===== config.mk =====
export PLATFORM = sky130hd
export DESIGN_NAME = tcce_front
export DESIGN_NICKNAME = d
export VERILOG_FILES = /design/src/rtl/core/tcce_pkg.sv /design/src/rtl/core/tcce_front.sv
export SDC_FILE = /design/constraint.sdc
export NUM_CORES = 1
export LEC_CHECK = 0
export BUFFER_PORTS_ARGS = -buffer_cell sky130_fd_sc_hd__buf_2
export CAP_MARGIN = 20
export CORE_MARGIN = 2
export CORE_UTILIZATION = 39
export CTS_BUF_LIST = sky130_fd_sc_hd__clkbuf_8
export DETAILED_ROUTE_END_ITERATION = 16
export GPL_ROUTABILITY_DRIVEN = 1
export PLACE_DENSITY_LB_ADDON = 0.1
export SLEW_MARGIN = 20
export SYNTH_ARGS = -nofsm -noshare
export SYNTH_HDL_FRONTEND = slang
export SYNTH_SLANG_ARGS = --single-unit

===== constraint.sdc =====
create_clock -name clk -period 2 [get_ports clk]
set_input_delay 0.4 -clock clk [delete_from_list [all_inputs] [get_ports clk]]
set_output_delay 0.4 -clock clk [all_outputs]
set_load 0.05 [all_outputs]

===== src/rtl/core/tcce_pkg.sv =====
`timescale 1ns / 1ps

package tcce_pkg;

	localparam int CFG_INDEX_W = 2;
	localparam int CFG_DATA_W = 8;

	localparam logic [CFG_INDEX_W-1:0] CFG_COLUMNS = 2'd0;
	localparam logic [CFG_INDEX_W-1:0] CFG_ROWS = 2'd1;
	localparam logic [CFG_INDEX_W-1:0] CFG_ATTRIBUTE = 2'd2;

	localparam logic [7:0] COLUMNS_RESET = 8'd80;
	localparam logic [5:0] ROWS_RESET = 6'd25;
	localparam logic [7:0] ATTRIBUTE_RESET = 8'h0F;

	localparam logic [7:0] CHR_BACKSPACE = 8'h08;
	localparam logic [7:0] CHR_TAB = 8'h09;
	localparam logic [7:0] CHR_LINEFEED = 8'h0A;
	localparam logic [7:0] CHR_RETURN = 8'h0D;
	localparam logic [7:0] CHR_SPACE = 8'h20;

	typedef struct packed {
		logic action;
		logic [7:0] character;
		logic [11:0] read_address;
	} item_t;

	typedef struct packed {
		logic [11:0] cursor_location;
		logic [6:0] cursor_column;
		logic [4:0] cursor_row;
		logic scrolled;
		logic [15:0] cell_data;
	} result_t;

	typedef enum logic [2:0] {
		CMD_NOP,
		CMD_READ,
		CMD_BACKSPACE,
		CMD_TAB,
		CMD_RETURN,
		CMD_LINEFEED,
		CMD_PRINT
	} cmd_kind_t;

	typedef struct packed {
		cmd_kind_t kind;
		logic [7:0] character;
		logic [11:0] read_address;
		logic addr_ok;
	} cmd_t;

	typedef enum logic [2:0] {
		ST_CLEAR,
		ST_IDLE,
		ST_EXEC,
		ST_COPY,
		ST_FILL,
		ST_DONE
	} back_state_t;

endpackage


===== src/rtl/core/tcce_front.sv =====
`timescale 1ns / 1ps

module tcce_front #(
	parameter int MAX_COLUMNS = 128,
	parameter int MAX_ROWS = 32
) (
	input logic clk,
	input logic arst_n,
	input logic push,
	output logic full,
	input tcce_pkg::item_t item,
	input logic busy,
	input logic cmd_full,
	output logic cmd_push,
	output tcce_pkg::cmd_t cmd
);

	import tcce_pkg::*;

	localparam int CELL_COUNT = MAX_COLUMNS * MAX_ROWS;

	cmd_t cls;
	cmd_t cmd_s1;
	logic valid_s1;
	logic accept;

	always_comb begin
		cls.character = item.character;
		cls.read_address = item.read_address;
		cls.addr_ok = (32'(item.read_address) < 32'(CELL_COUNT));
		if (item.action) begin
			cls.kind = CMD_READ;
		end else begin
			case (item.character)
				CHR_BACKSPACE: cls.kind = CMD_BACKSPACE;
				CHR_TAB: cls.kind = CMD_TAB;
				CHR_RETURN: cls.kind = CMD_RETURN;
				CHR_LINEFEED: cls.kind = CMD_LINEFEED;
				default: cls.kind = (item.character >= CHR_SPACE) ? CMD_PRINT : CMD_NOP;
			endcase
		end
	end

	assign full = busy || (valid_s1 && cmd_full);
	assign accept = push && !full;
	assign cmd_push = valid_s1 && !cmd_full;
	assign cmd = cmd_s1;

	always_ff @(posedge clk or negedge arst_n) begin
		if (!arst_n) begin
			valid_s1 <= 1'b0;
		end else if (accept) begin
			valid_s1 <= 1'b1;
		end else if (!cmd_full) begin
			valid_s1 <= 1'b0;
		end
	end

	always_ff @(posedge clk) begin
		if (accept) begin
			cmd_s1 <= cls;
		end
	end

endmodule


==> flow_metrics.py <==
metrics = {
    "cts": {
        "cts_tree": "done",
        "ctsHoldBuffers": 1,
        "numCtsBuffers": 3,
        "path_clk_slew_ns": 0.08,
        "htree_levels": 1,
        "cts_buffer_depth": 2,
        "cts_setup_buffers": 0,
        "ctsResizeCount": 0,
        "root_buffer": "clkbuf_8",
        "cts_sinks": 24,
        "clk_latency_ns": 0.25,
    },
    "power_and_ir_drop": {
        "power_leakage_nw": 0.512,
        "powerDensity_nw_per_um2": 947,
        "ir_drop_mv": 0.488,
        "power_w": 0.00114,
    },
    "drt": {
        "totalWireLength_mm": 1.37,
        "ant_nets": 0,
        "dr.pass1.iters": 2,
        "routed_via_density": 4.45,
        "wl_per_cell_um": 10.9,
        "initialDrtViolationCount": 3,
        "route.detailed.drc": 0,
        "vias": 556,
    },
    "timing": {
        "timing.final.crit_share": 0.730,
        "slew_viol_final": 0,
        "fmax_mhz": 685,
        "tns_ns": 0,
        "finalSetupViolations": 0,
        "finalHoldViolCount": 0,
        "clock_skew_ns": 0.00665,
        "period_minus_slack_ns": 1.46,
        "rsz0062_at_grt": "false",
    },
    "layout": {
        "multiInputGateArea_um2": 115,
        "area_growth_pct": 44.2,
        "fill_cells": 166,
        "drive_gt1_frac": 0.582,
        "seqCellArea_um2": 716,
        "nets": 125,
        "diodes": 0,
    },
    "floorplan": {
        "fp.dieH_um": 50.3,
        "initial_utilization": 0.421,
        "core_um2": 1980,
        "pin_count": 52,
        "die_w_um": 50.3,
        "rows": 16,
        "die_area_um2": 2530,
    },
    "synth": {
        "synth_area_leaders": "edfxtp_1 (83%), dfrtp_1 (3.0%), nand2b_1 (2.2%), a21o_1 (1.8%), a21oi_1 (1.2%)",
        "async_flop_share": 0.0417,
        "ys_ff_latch": 24,
        "ys_seq_area_frac": 0.858,
        "synth_warnings": 0,
        "ys_top_cells_by_count": "edfxtp_1 (23), nand2b_1 (3)",
        "synth.most_common_cell": "edfxtp_1",
        "netlist_area_um2": 835,
        "postSynthCellCount": 43,
        "avgSynthCellArea_um2": 19.4,
        "synth_cell_types": 15,
        "synth_top_area_cell": "edfxtp_1",
        "synth_edf_count": 23,
        "syn_nets": 69,
        "synth-main-ff-cell": "edfxtp_1",
        "synth_top_area_frac": 0.828,
    },
    "critical_path": {
        "reg2reg_to": "cmd[4]$_DFFE_PP_",
        "worstPathRequired_ns": 1.60,
        "startpoint_type": "flip-flop",
        "crit_fanout": 3,
        "crit_arrival_ns": 1.06,
        "crit_start": "valid_s1$_DFFE_PN0P_",
        "reg2reg_depth": 2,
        "critical_path.endpoint": "full",
        "worstSetupPathType": "flip-flop to output pin",
        "reg2reg_slack_ns": 0.85,
        "r2r_start": "valid_s1$_DFFE_PN0P_",
        "worst_setup_path_end_kind": "output pin",
    },
    "flow_run": {
        "cap_violations": 0,
    },
    "worst_hold_path": {
        "holdCritPathClass": "primary input to flip-flop",
    },
    "outcome": {
        "outcome": "complete, no violations",
    },
    "global_route": {
        "grt_pass1_vias": 455,
        "grtUsageTotal": 0.105,
        "antenna_found_initial": 0,
        "grt_max_degree": 24,
        "gr-total-overflow": 0,
        "grt_first_pass_wirelength_mm": 1.94,
    },
    "place": {
        "io_buffer_count": 50,
        "gp_congestion": 0.678,
        "dpl.hpwl_mm": 1.08,
    },
}
[final cells by class]
type | count | area share
clock inverter | 1 | 0.0249
clock buffer | 3 | 0.0343
tap | 27 | 0.0281
timing repair buffer | 52 | 0.222
sequential | 24 | 0.595
multi-input combinational | 18 | 0.0956
[through the flow]
stage / cell area, um^2 / hold slack [ns] / std cells / utilization / setup WS (ns)
after floorplan: 838 / 0.104 / 43 / - / 0.391
after global placement: 1120 / 0.175 / 120 / 0.566 / 0.623
after detailed placement: 1120 / 0.176 / 120 / 0.566 / 0.609
after CTS: 1200 / 0.309 / 125 / 0.607 / 0.553
after global routing: 1200 / 0.307 / 125 / 0.607 / 0.461
final: 1200 / 0.316 / 125 / 0.607 / 0.540
[routing by layer]
layer  vias up  part of all wire  track usage
met3         0             0.086       0.0268
met4         0                 0       0.0278
li1        269                 -            -
met2        27              0.50        0.173
met1       260              0.42        0.137
met5         -                 0            0
[state kept, by name (all words and copies together) (netlist names)]
register  count
valid_s1      1
cmd          23
[critical path, stage by stage (launching register included)]
cell and delay, ns:
dfrtp_1 0.38, nand2_1 0.08, nand2b_1 0.08, buf_2 0.26
[worst min path at each step]
stage | from | endpoint | slack (ns) | cells past startpoint
2_1_floorplan | arst_n | valid_s1$_DFFE_PN0P_ | 0.10 | 0
3_3_place_gp | arst_n | valid_s1$_DFFE_PN0P_ | 0.18 | 1
3_5_place_dp | arst_n | valid_s1$_DFFE_PN0P_ | 0.18 | 1
4_1_cts | item[2] | cmd[3]$_DFFE_PP_ | 0.31 | 1
5_1_grt | item[8] | cmd[9]$_DFFE_PP_ | 0.31 | 1
6_report | item[1] | cmd[2]$_DFFE_PP_ | 0.32 | 1
[cell usage in the layout, fill, tap and decap left out]
cell type,netlist,final
conb_1,1,1
dlygate4sd3_1,0,1
nand2b_1,3,3
clkbuf_8,0,3
edfxtp_1,23,23
a21oi_1,2,1
a21o_1,2,2
dfrtp_1,1,1
buf_4,1,1
nor3_1,2,2
a21oi_2,1,2
xnor2_1,1,1
nand2_1,2,2
bufinv_16,0,1
nor2b_1,1,1
or3b_1,1,1
or3_1,1,1
buf_2,0,50
nand3b_1,1,1
[cells by family after synthesis]
family          Yosys count  share of synthesized area
simple gates             11                     0.0780
xor+xnor                  1                     0.0105
compound gates            5                     0.0405
other cells               1                    0.00449
flops                    24                      0.858
buf+inv                   1                    0.00900
[report_power, final]
part	switching, W	internal (W)	total (W)	leakage, nW
clock	0.000133	0.000267	0.000400	0.0357
sequential	0.00000581	0.000577	0.000583	0.226
combinational	0.000115	0.0000425	0.000158	0.250
Power figures use the tool's default switching activity.
