--- config.mk ---
export PLATFORM = sky130hd
export DESIGN_NAME = tcce_fifo
export DESIGN_NICKNAME = d
export VERILOG_FILES = /design/src/rtl/core/tcce_fifo.sv
export SDC_FILE = /design/constraint.sdc
export NUM_CORES = 1
export LEC_CHECK = 0
export BUFFER_PORTS_ARGS = -buffer_cell sky130_fd_sc_hd__buf_4
export CAP_MARGIN = 20
export CORE_MARGIN = 2
export CORE_UTILIZATION = 52
export CTS_CLUSTER_DIAMETER = 60
export CTS_CLUSTER_SIZE = 16
export DETAILED_ROUTE_END_ITERATION = 16
export MAX_ROUTING_LAYER = met4
export PLACE_DENSITY = 0.8
export SYNTH_ARGS = -nofsm -noshare
export SYNTH_HDL_FRONTEND = slang
export SYNTH_SLANG_ARGS = --single-unit
--- constraint.sdc ---
create_clock -name clk -period 3.4 [get_ports clk]
set_input_delay 0.51 -clock clk [delete_from_list [all_inputs] [get_ports clk]]
set_output_delay 0.51 -clock clk [all_outputs]
set_load 0.01 [all_outputs]
--- src/rtl/core/tcce_fifo.sv ---
`timescale 1ns / 1ps

module tcce_fifo #(
	parameter int W = 8,
	parameter int DEPTH = 2
) (
	input logic clk,
	input logic arst_n,
	input logic push,
	input logic [W-1:0] wdata,
	output logic full,
	input logic pop,
	output logic [W-1:0] rdata,
	output logic empty
);

	localparam int PW = (DEPTH > 1) ? $clog2(DEPTH) : 1;
	localparam int CNW = $clog2(DEPTH + 1);

	logic [W-1:0] mem_q [DEPTH];
	logic [PW-1:0] wp_q;
	logic [PW-1:0] rp_q;
	logic [CNW-1:0] cnt_q;
	logic do_push;
	logic do_pop;

	assign full = (cnt_q == CNW'(DEPTH));
	assign empty = (cnt_q == '0);
	assign do_push = push && !full;
	assign do_pop = pop && !empty;
	assign rdata = mem_q[rp_q];

	always_ff @(posedge clk or negedge arst_n) begin
		if (!arst_n) begin
			wp_q <= '0;
			rp_q <= '0;
			cnt_q <= '0;
		end else begin
			if (do_push) begin
				wp_q <= (wp_q == PW'(DEPTH - 1)) ? '0 : wp_q + PW'(1);
			end
			if (do_pop) begin
				rp_q <= (rp_q == PW'(DEPTH - 1)) ? '0 : rp_q + PW'(1);
			end
			if (do_push && !do_pop) begin
				cnt_q <= cnt_q + CNW'(1);
			end else if (do_pop && !do_push) begin
				cnt_q <= cnt_q - CNW'(1);
			end
		end
	end

	always_ff @(posedge clk) begin
		if (do_push) begin
			mem_q[wp_q] <= wdata;
		end
	end

endmodule

==> results of run 1 <==
[stage by stage]
step | area [um2] | power, W
finish | 989.7 | 0.0007897
CTS | 989.7 | 0.0007952
detailed placement | 953.4 | 0.0006869
floorplan | 782.0 | 0.0005666
global route | 989.7 | 0.0008349
global placement | 953.4 | 0.0006779
[cells by family (layout without fill, tap and decap cells)]
family | Yosys count | count (layout) | share of synthesized area, %
AND/OR/NAND/NOR | 6 | 6 | 3.841
buffers and inverters | 3 | 28 | 1.600
multiplexers | 8 | 8 | 11.52
AO/OA/AOI/OAI | 1 | 1 | 0.6394
flip-flops | 20 | 20 | 74.24
XOR/XNOR | 5 | 5 | 6.561
adder cells (fa/ha/maj) | 1 | 1 | 1.600
[state kept, by name, summed over array words and instances (netlist names)]
signal / count
wp_q: 1
rp_q: 1
mem_q: 16
cnt_q: 2
[final cells by class]
class,count,area share (%)
inverter,2,0.7585
tap,15,1.896
clock inverter,1,0.3793
multi-input combinational,21,19.09
sequential,20,58.66
timing repair buffer,22,16.94
clock buffer,3,2.276
[synthesized netlist by cell type (all sizes together)]
library cell	n	area, um2
and3	1	6.260
mux2	8	90.08
o21ai	1	5.000
ha	1	12.51
dfrtp	4	100.1
nand2b	1	6.260
xor2	2	17.52
edfxtp	16	480.5
nor2	3	11.26
xnor2	3	33.79
buf	1	5.000
nand2	1	6.260
inv	2	7.510
[layout by cell type, fill, tap and decap left out, drive strengths merged]
master / synthesis / layout
buf: 1 / 21
edfxtp: 16 / 16
mux2: 8 / 8
dfrtp: 4 / 4
nor2: 3 / 3
clkbuf: 0 / 3
xnor2: 3 / 3
inv: 2 / 2
xor2: 2 / 2
nand2b: 1 / 1
nand2: 1 / 1
o21ai: 1 / 1
and3: 1 / 1
ha: 1 / 1
clkinv: 0 / 1
dlygate4sd3: 0 / 1
[metal layers]
| layer | share of wire [%] | vias to the layer above |
|---|---|---|
| li1 | - | 206 |
| met4 | 1.1 | 0 |
| met3 | 4.4 | 2 |
| met2 | 53 | 12 |
| met5 | 0 | - |
| met1 | 41 | 200 |
[critical path, delay by kind of cell (launching register included)]
kind | cells | cell delay (ns)
flops | 1 | 0.59
mux | 1 | 0.38
buf+inv | 1 | 0.15
[worst max-delay path by stage]
| stage | startpoint | endpoint | cells after the start |
|---|---|---|---|
| 3_3_place_gp | rp_q | rdata[3] | 2 |
| 6_report | rp_q | rdata[3] | 2 |
| 5_1_grt | rp_q | rdata[3] | 2 |
| 2_1_floorplan | cnt_q[0] | mem_q[0][0] | 3 |
| 3_5_place_dp | cnt_q[0] | mem_q[0][2] | 3 |
| 4_1_cts | rp_q | rdata[3] | 2 |
[power breakdown]
group          internal, W  switching, W
combinational     0.000158      0.000126
sequential        0.000343     0.0000539
clock            0.0000426     0.0000658
total             0.000544      0.000246
[what timing repair did]
item / CTS / global route
gates resized for setup: 0 / 0
hold endpoints to repair: 2 / 0
hold buffers: 1 / 0
setup buffers: 0 / 0
==> run_results.csv, run 1 <==
group,metric,value,unit
final_layout,layout-drive-gt1-share,40.58,%
synthesis,ys_types,15,
run,drv_cap,0,
sta,tns,0,ns
final_layout,post-route-util,73.31,%
floorplanning,fp-row-count,13,
cts,cts_tree,"done",
grt,grt_use_met1,18.44,%
sta,finalCritPeriodShare,56.32,%
routing,avgViaCountPerCell,5.000,
run_status,outcome,"finished clean",
cts,clk_pin_slew_worst_paths,0.11,ns
synthesis,synthCells,44,
sta,timing.fmax,522.2,MHz
grt,grt_pass1_wl,2083,um
routing,drc_errors,0,
sta,setup_viol,0,
synthesis,synth-seq-cells,20,
floorplanning,start_util,57.92,%
floorplanning,die_h,42.78,um
grt,antenna_found_initial,0,
cts,cts_buffers,3,
cts,htreeDepth,1,
final_layout,synthToLayoutAreaGrowth,26.56,%
sta,timing.final.crit_period,1.915,ns
grt,grt_busiest_layer,"met2",
sta,finClkSkew,0.005416,ns
hold_path,hold-path-endpoint,"mem_q[0][2]",
place,dp_worst_setup_slack,1.802,ns
setup_path,worstReg2RegStart,"cnt_q[0]",
sta,hold_slack,0.3957,ns
synthesis,syn_area,782.0,um2
cts,clockBufferDepth,2,
setup_path,path_cells,"mux2_1 -> buf_4",
setup_path,crit_path_top_delay_cell,"dfrtp_1",
sta,worst_pin_slew,0.6666,ns
final_layout,regArea,580.6,um2
hold_path,hold_path.class,"primary input to flop",
place,port_buffers,21,
grt,use_met3,3.830,%
power,p_leak,0.4110,nW
grt,grt-ovfl-total,0,
setup_path,rrSetupSlack,1.80,ns
floorplanning,io_pins,22,
routing,first_iter_violations,5,
sta,slew_viol_final,0,
routing,drt-total-wl,1237,um
floorplanning,die_x,42.78,um
place,dp.cells,79,
power,p_per_area,797.9,nW/um2
final_layout,finalNonFillerCells,84,
sta,max_slew_margin,55.40,%
routing,antenna_left,0,
setup_path,reg2reg_to,"mem_q[0][1]",
final_layout,n_fill_cell,78,
final_layout,fin_nets,83,
floorplanning,core-area,1350,um2
grt,grt_usage,16.23,%
sta,rsz0062_at_grt,"false",
final_layout,multi_input_area,188.9,um2
final_layout,n_antenna_cell,0,
sta,final.setup.worst_slack,1.485,ns
synthesis,ys_seq_area_share,74.24,%
cts,clock_sinks,20,
setup_path,crit_fanout,9,
setup_path,crit_path_max_incr_delay,0.59,ns
place,dp_hpwl,928.9,um
floorplanning,floorplan.die_area,1830,um2
setup_path,arrival,1.40,ns
hold_path,hp-start,"wdata[2]",
hold_path,min_path_cells,1,
setup_path,cp-start-kind,"flop",
grt,grt_pass1_vias,428,
sta,hold_viol_final,0,
routing,wl_per_cell,14.73,um
cts,clockRootBuffer,"clkbuf_4",
cts,insertion_delay,0.29,ns
synthesis,synth_nets,57,
synthesis,syn_area_per_cell,17.77,um2
routing,vias,420,
power,vdd_ir_drop_max,543.8,uV
grt,use_met2,28.79,%
setup_path,crit_type,"flop to output port",
setup_path,required,2.89,ns
setup_path,worstSetupEndpointType,"output port",
routing,dr.pass1.iters,4,
synthesis,synth_warnings,0,
setup_path,ff2ff_path_depth,3,
grt,grt_max_degree,12,
place,place_congestion,0.6616,
No activity file was read; power rests on OpenSTA's default activity.
==> run 2: changes to the inputs <==
--- a/config.mk
+++ b/config.mk
@@ -8,12 +8,12 @@
 export BUFFER_PORTS_ARGS = -buffer_cell sky130_fd_sc_hd__buf_4
 export CAP_MARGIN = 20
 export CORE_MARGIN = 2
-export CORE_UTILIZATION = 52
+export CORE_UTILIZATION = 48
 export CTS_CLUSTER_DIAMETER = 60
 export CTS_CLUSTER_SIZE = 16
 export DETAILED_ROUTE_END_ITERATION = 16
 export MAX_ROUTING_LAYER = met4
-export PLACE_DENSITY = 0.8
+export PLACE_DENSITY = 0.74
 export SYNTH_ARGS = -nofsm -noshare
 export SYNTH_HDL_FRONTEND = slang
 export SYNTH_SLANG_ARGS = --single-unit
==> constraint.sdc (replaced) <==
create_clock -name clk -period 1.8 [get_ports clk]
set_input_delay 0.27 -clock clk [delete_from_list [all_inputs] [get_ports clk]]
set_output_delay 0.27 -clock clk [all_outputs]
set_load 0.01 [all_outputs]
==> run 2 against run 1 <==
Net effect:
- hold slack worse by 0.24 ns
- sequential power up 88%
- final cell count up 3.6%
- register-to-register slack worse by 1.5 ns
- wire length down 5.3%
- flip-flop and latch count unchanged
- clock-buffer cell count up 1
- setup slack worse by 1.4 ns
- critical path type unchanged
- largest cell class unchanged
- largest power group unchanged
- highest routed layer is now met3
==> run_results.csv, run 2 (synthesis gave the netlist of run 1 again) <==
group,metric,value,unit
setup_path,arrival,1.41,ns
cts,clk_pin_slew_worst_paths,0.10,ns
setup_path,worstSetupEndpointType,"output port",
hold_path,hold-path-endpoint,"mem_q[1][7]",
routing,wl_per_cell,13.46,um
grt,grt_pass1_vias,428,
setup_path,reg2reg_to,"cnt_q[1]",
routing,dr.pass1.iters,4,
final_layout,fin_nets,85,
cts,post_cts_resized,0,
setup_path,crit_type,"flop to output port",
cts,cts_buffers,3,
floorplanning,die_h,44.36,um
place,place_congestion,0.7058,
sta,timing.final.crit_period,1.679,ns
cts,cts_setup_buffers,0,
grt,grt_pass1_wl,1787,um
setup_path,required,1.53,ns
sta,final.setup.worst_slack,0.1209,ns
run,drv_cap,0,
place,port_buffers,21,
place,placed_area,969.7,um2
sta,finClkSkew,0.004192,ns
cts,htreeDepth,1,
cts,cts_tree,"done",
floorplanning,fp-row-count,14,
grt,antenna_found_initial,0,
setup_path,rrSetupSlack,0.32,ns
hold_path,hold_path.class,"primary input to flop",
floorplanning,start_util,51.31,%
final_layout,final_area,1006,um2
cts,hold_buffers,1,
routing,first_iter_violations,2,
sta,max_slew_margin,71.94,%
hold_path,hp-start,"wdata[7]",
sta,tns,0,ns
power,p_leak,0.4211,nW
final_layout,largest_register,"mem_q",
final_layout,post-route-util,66.01,%
hold_path,min_path_cells,1,
final_layout,n_antenna_cell,0,
power,vdd_ir_drop_max,860.7,uV
cts,clockBufferDepth,2,
sta,finalCritPeriodShare,93.28,%
sta,timing.fmax,595.6,MHz
cts,insertion_delay,0.29,ns
setup_path,ff2ff_path_depth,7,
grt,grt_max_degree,12,
place,dp_worst_setup_slack,0.3124,ns
sta,rsz0062_at_grt,"false",
sta,hold_viol_final,0,
sta,setup_viol,0,
power,p_comb_share,37.0,%
setup_path,crit_fanout,9,
power,intPower,0.001049,W
cts,clockRootBuffer,"clkbuf_4",
routing,drt-total-wl,1171,um
setup_path,worstReg2RegStart,"cnt_q[0]",
routing,vias,426,
floorplanning,io_pins,22,
final_layout,top_regs,"mem_q x16, cnt_q x2",
power,p_sw,0.0004652,W
grt,grt_usage,13.40,%
setup_path,cp-start-kind,"flop",
final_layout,layout_common_cells,"buf_4, edfxtp_1, mux2_1",
routing,antenna_left,0,
grt,grt-ovfl-total,0,
floorplanning,core-area,1524,um2
power,swShare,30.72,%
power,seq_power_share,49.2,%
sta,worst_pin_slew,0.4209,ns
final_layout,layout-drive-gt1-share,42.25,%
place,dp.cells,82,
power,p_per_area,1505,nW/um2
routing,drc_errors,0,
floorplanning,floorplan.die_area,1968,um2
floorplanning,die_x,44.36,um
sta,slew_viol_final,0,
run_status,outcome,"finished clean",
routing,avgViaCountPerCell,4.897,
final_layout,largest_register_ffs,16,
final_layout,finalNonFillerCells,87,
final_layout,synthToLayoutAreaGrowth,28.64,%
final_layout,final_common_cell,"buf_4",
cts,clock_sinks,20,
place,dp_hpwl,867.3,um
power,pwr-share-clk,13.8,%
run 2: changes by cell type in the layout (fill, tap and decap cells not counted):
cell | previous run | this run
clkinv_1 | 1 | 0
clkbuf_1 | 0 | 1
buf_4 | 21 | 23
run 2: worst max path at each step:
stage	endpoint	start	slack, ns	cells after the start
2_1_floorplan	mem_q[0][0]	cnt_q[0]	0.41	3
3_3_place_gp	cnt_q[1]	cnt_q[0]	0.37	6
3_5_place_dp	cnt_q[1]	cnt_q[0]	0.31	6
4_1_cts	rdata[2]	rp_q	0.1	2
5_1_grt	rdata[7]	rp_q	0.06	2
6_report	rdata[2]	rp_q	0.12	2
run 2: routing by layer:
metal | up-vias | share of wire (%) | global-route usage (%)
met5 | - | 0 | -
met4 | 0 | 0 | 3.636
met3 | 0 | 2.6 | 3.673
met2 | 7 | 52 | 22.65
met1 | 208 | 45 | 15.75
li1 | 211 | - | -
run 2: power groups by stage:
stage	Sequential [W]	Clock, W	Combinational [W]
global placement	0.000754	0	0.000552
detailed placement	0.000759	0	0.000567
floorplan	0.000705	0	0.000365
CTS	0.000750	0.000217	0.000571
finish	0.000746	0.000208	0.000560
global route	0.000762	0.000229	0.000612
run 2: layout make-up:
type / count / area, um2
Sequential cell: 20 / 580.6
Inverter: 2 / 7.507
Clock buffer: 4 / 26.28
Fill cell: 126 / 518.0
Timing Repair Buffer: 24 / 182.7
Tap cell: 16 / 20.02
Multi-Input combinational cell: 21 / 188.9
run 2: per-stage QoR:
step | hold WS, ns | total power, W
floorplan | -0.02559 | 0.001070
global placement | 0.07040 | 0.001306
detailed placement | 0.07182 | 0.001326
CTS | 0.1471 | 0.001538
global route | 0.1410 | 0.001603
finish | 0.1591 | 0.001514
run 2: critical path, cell delays in order (launching register included):
cell and delay, ns:
dfrtp_1 0.59, mux2_2 0.39, buf_4 0.14
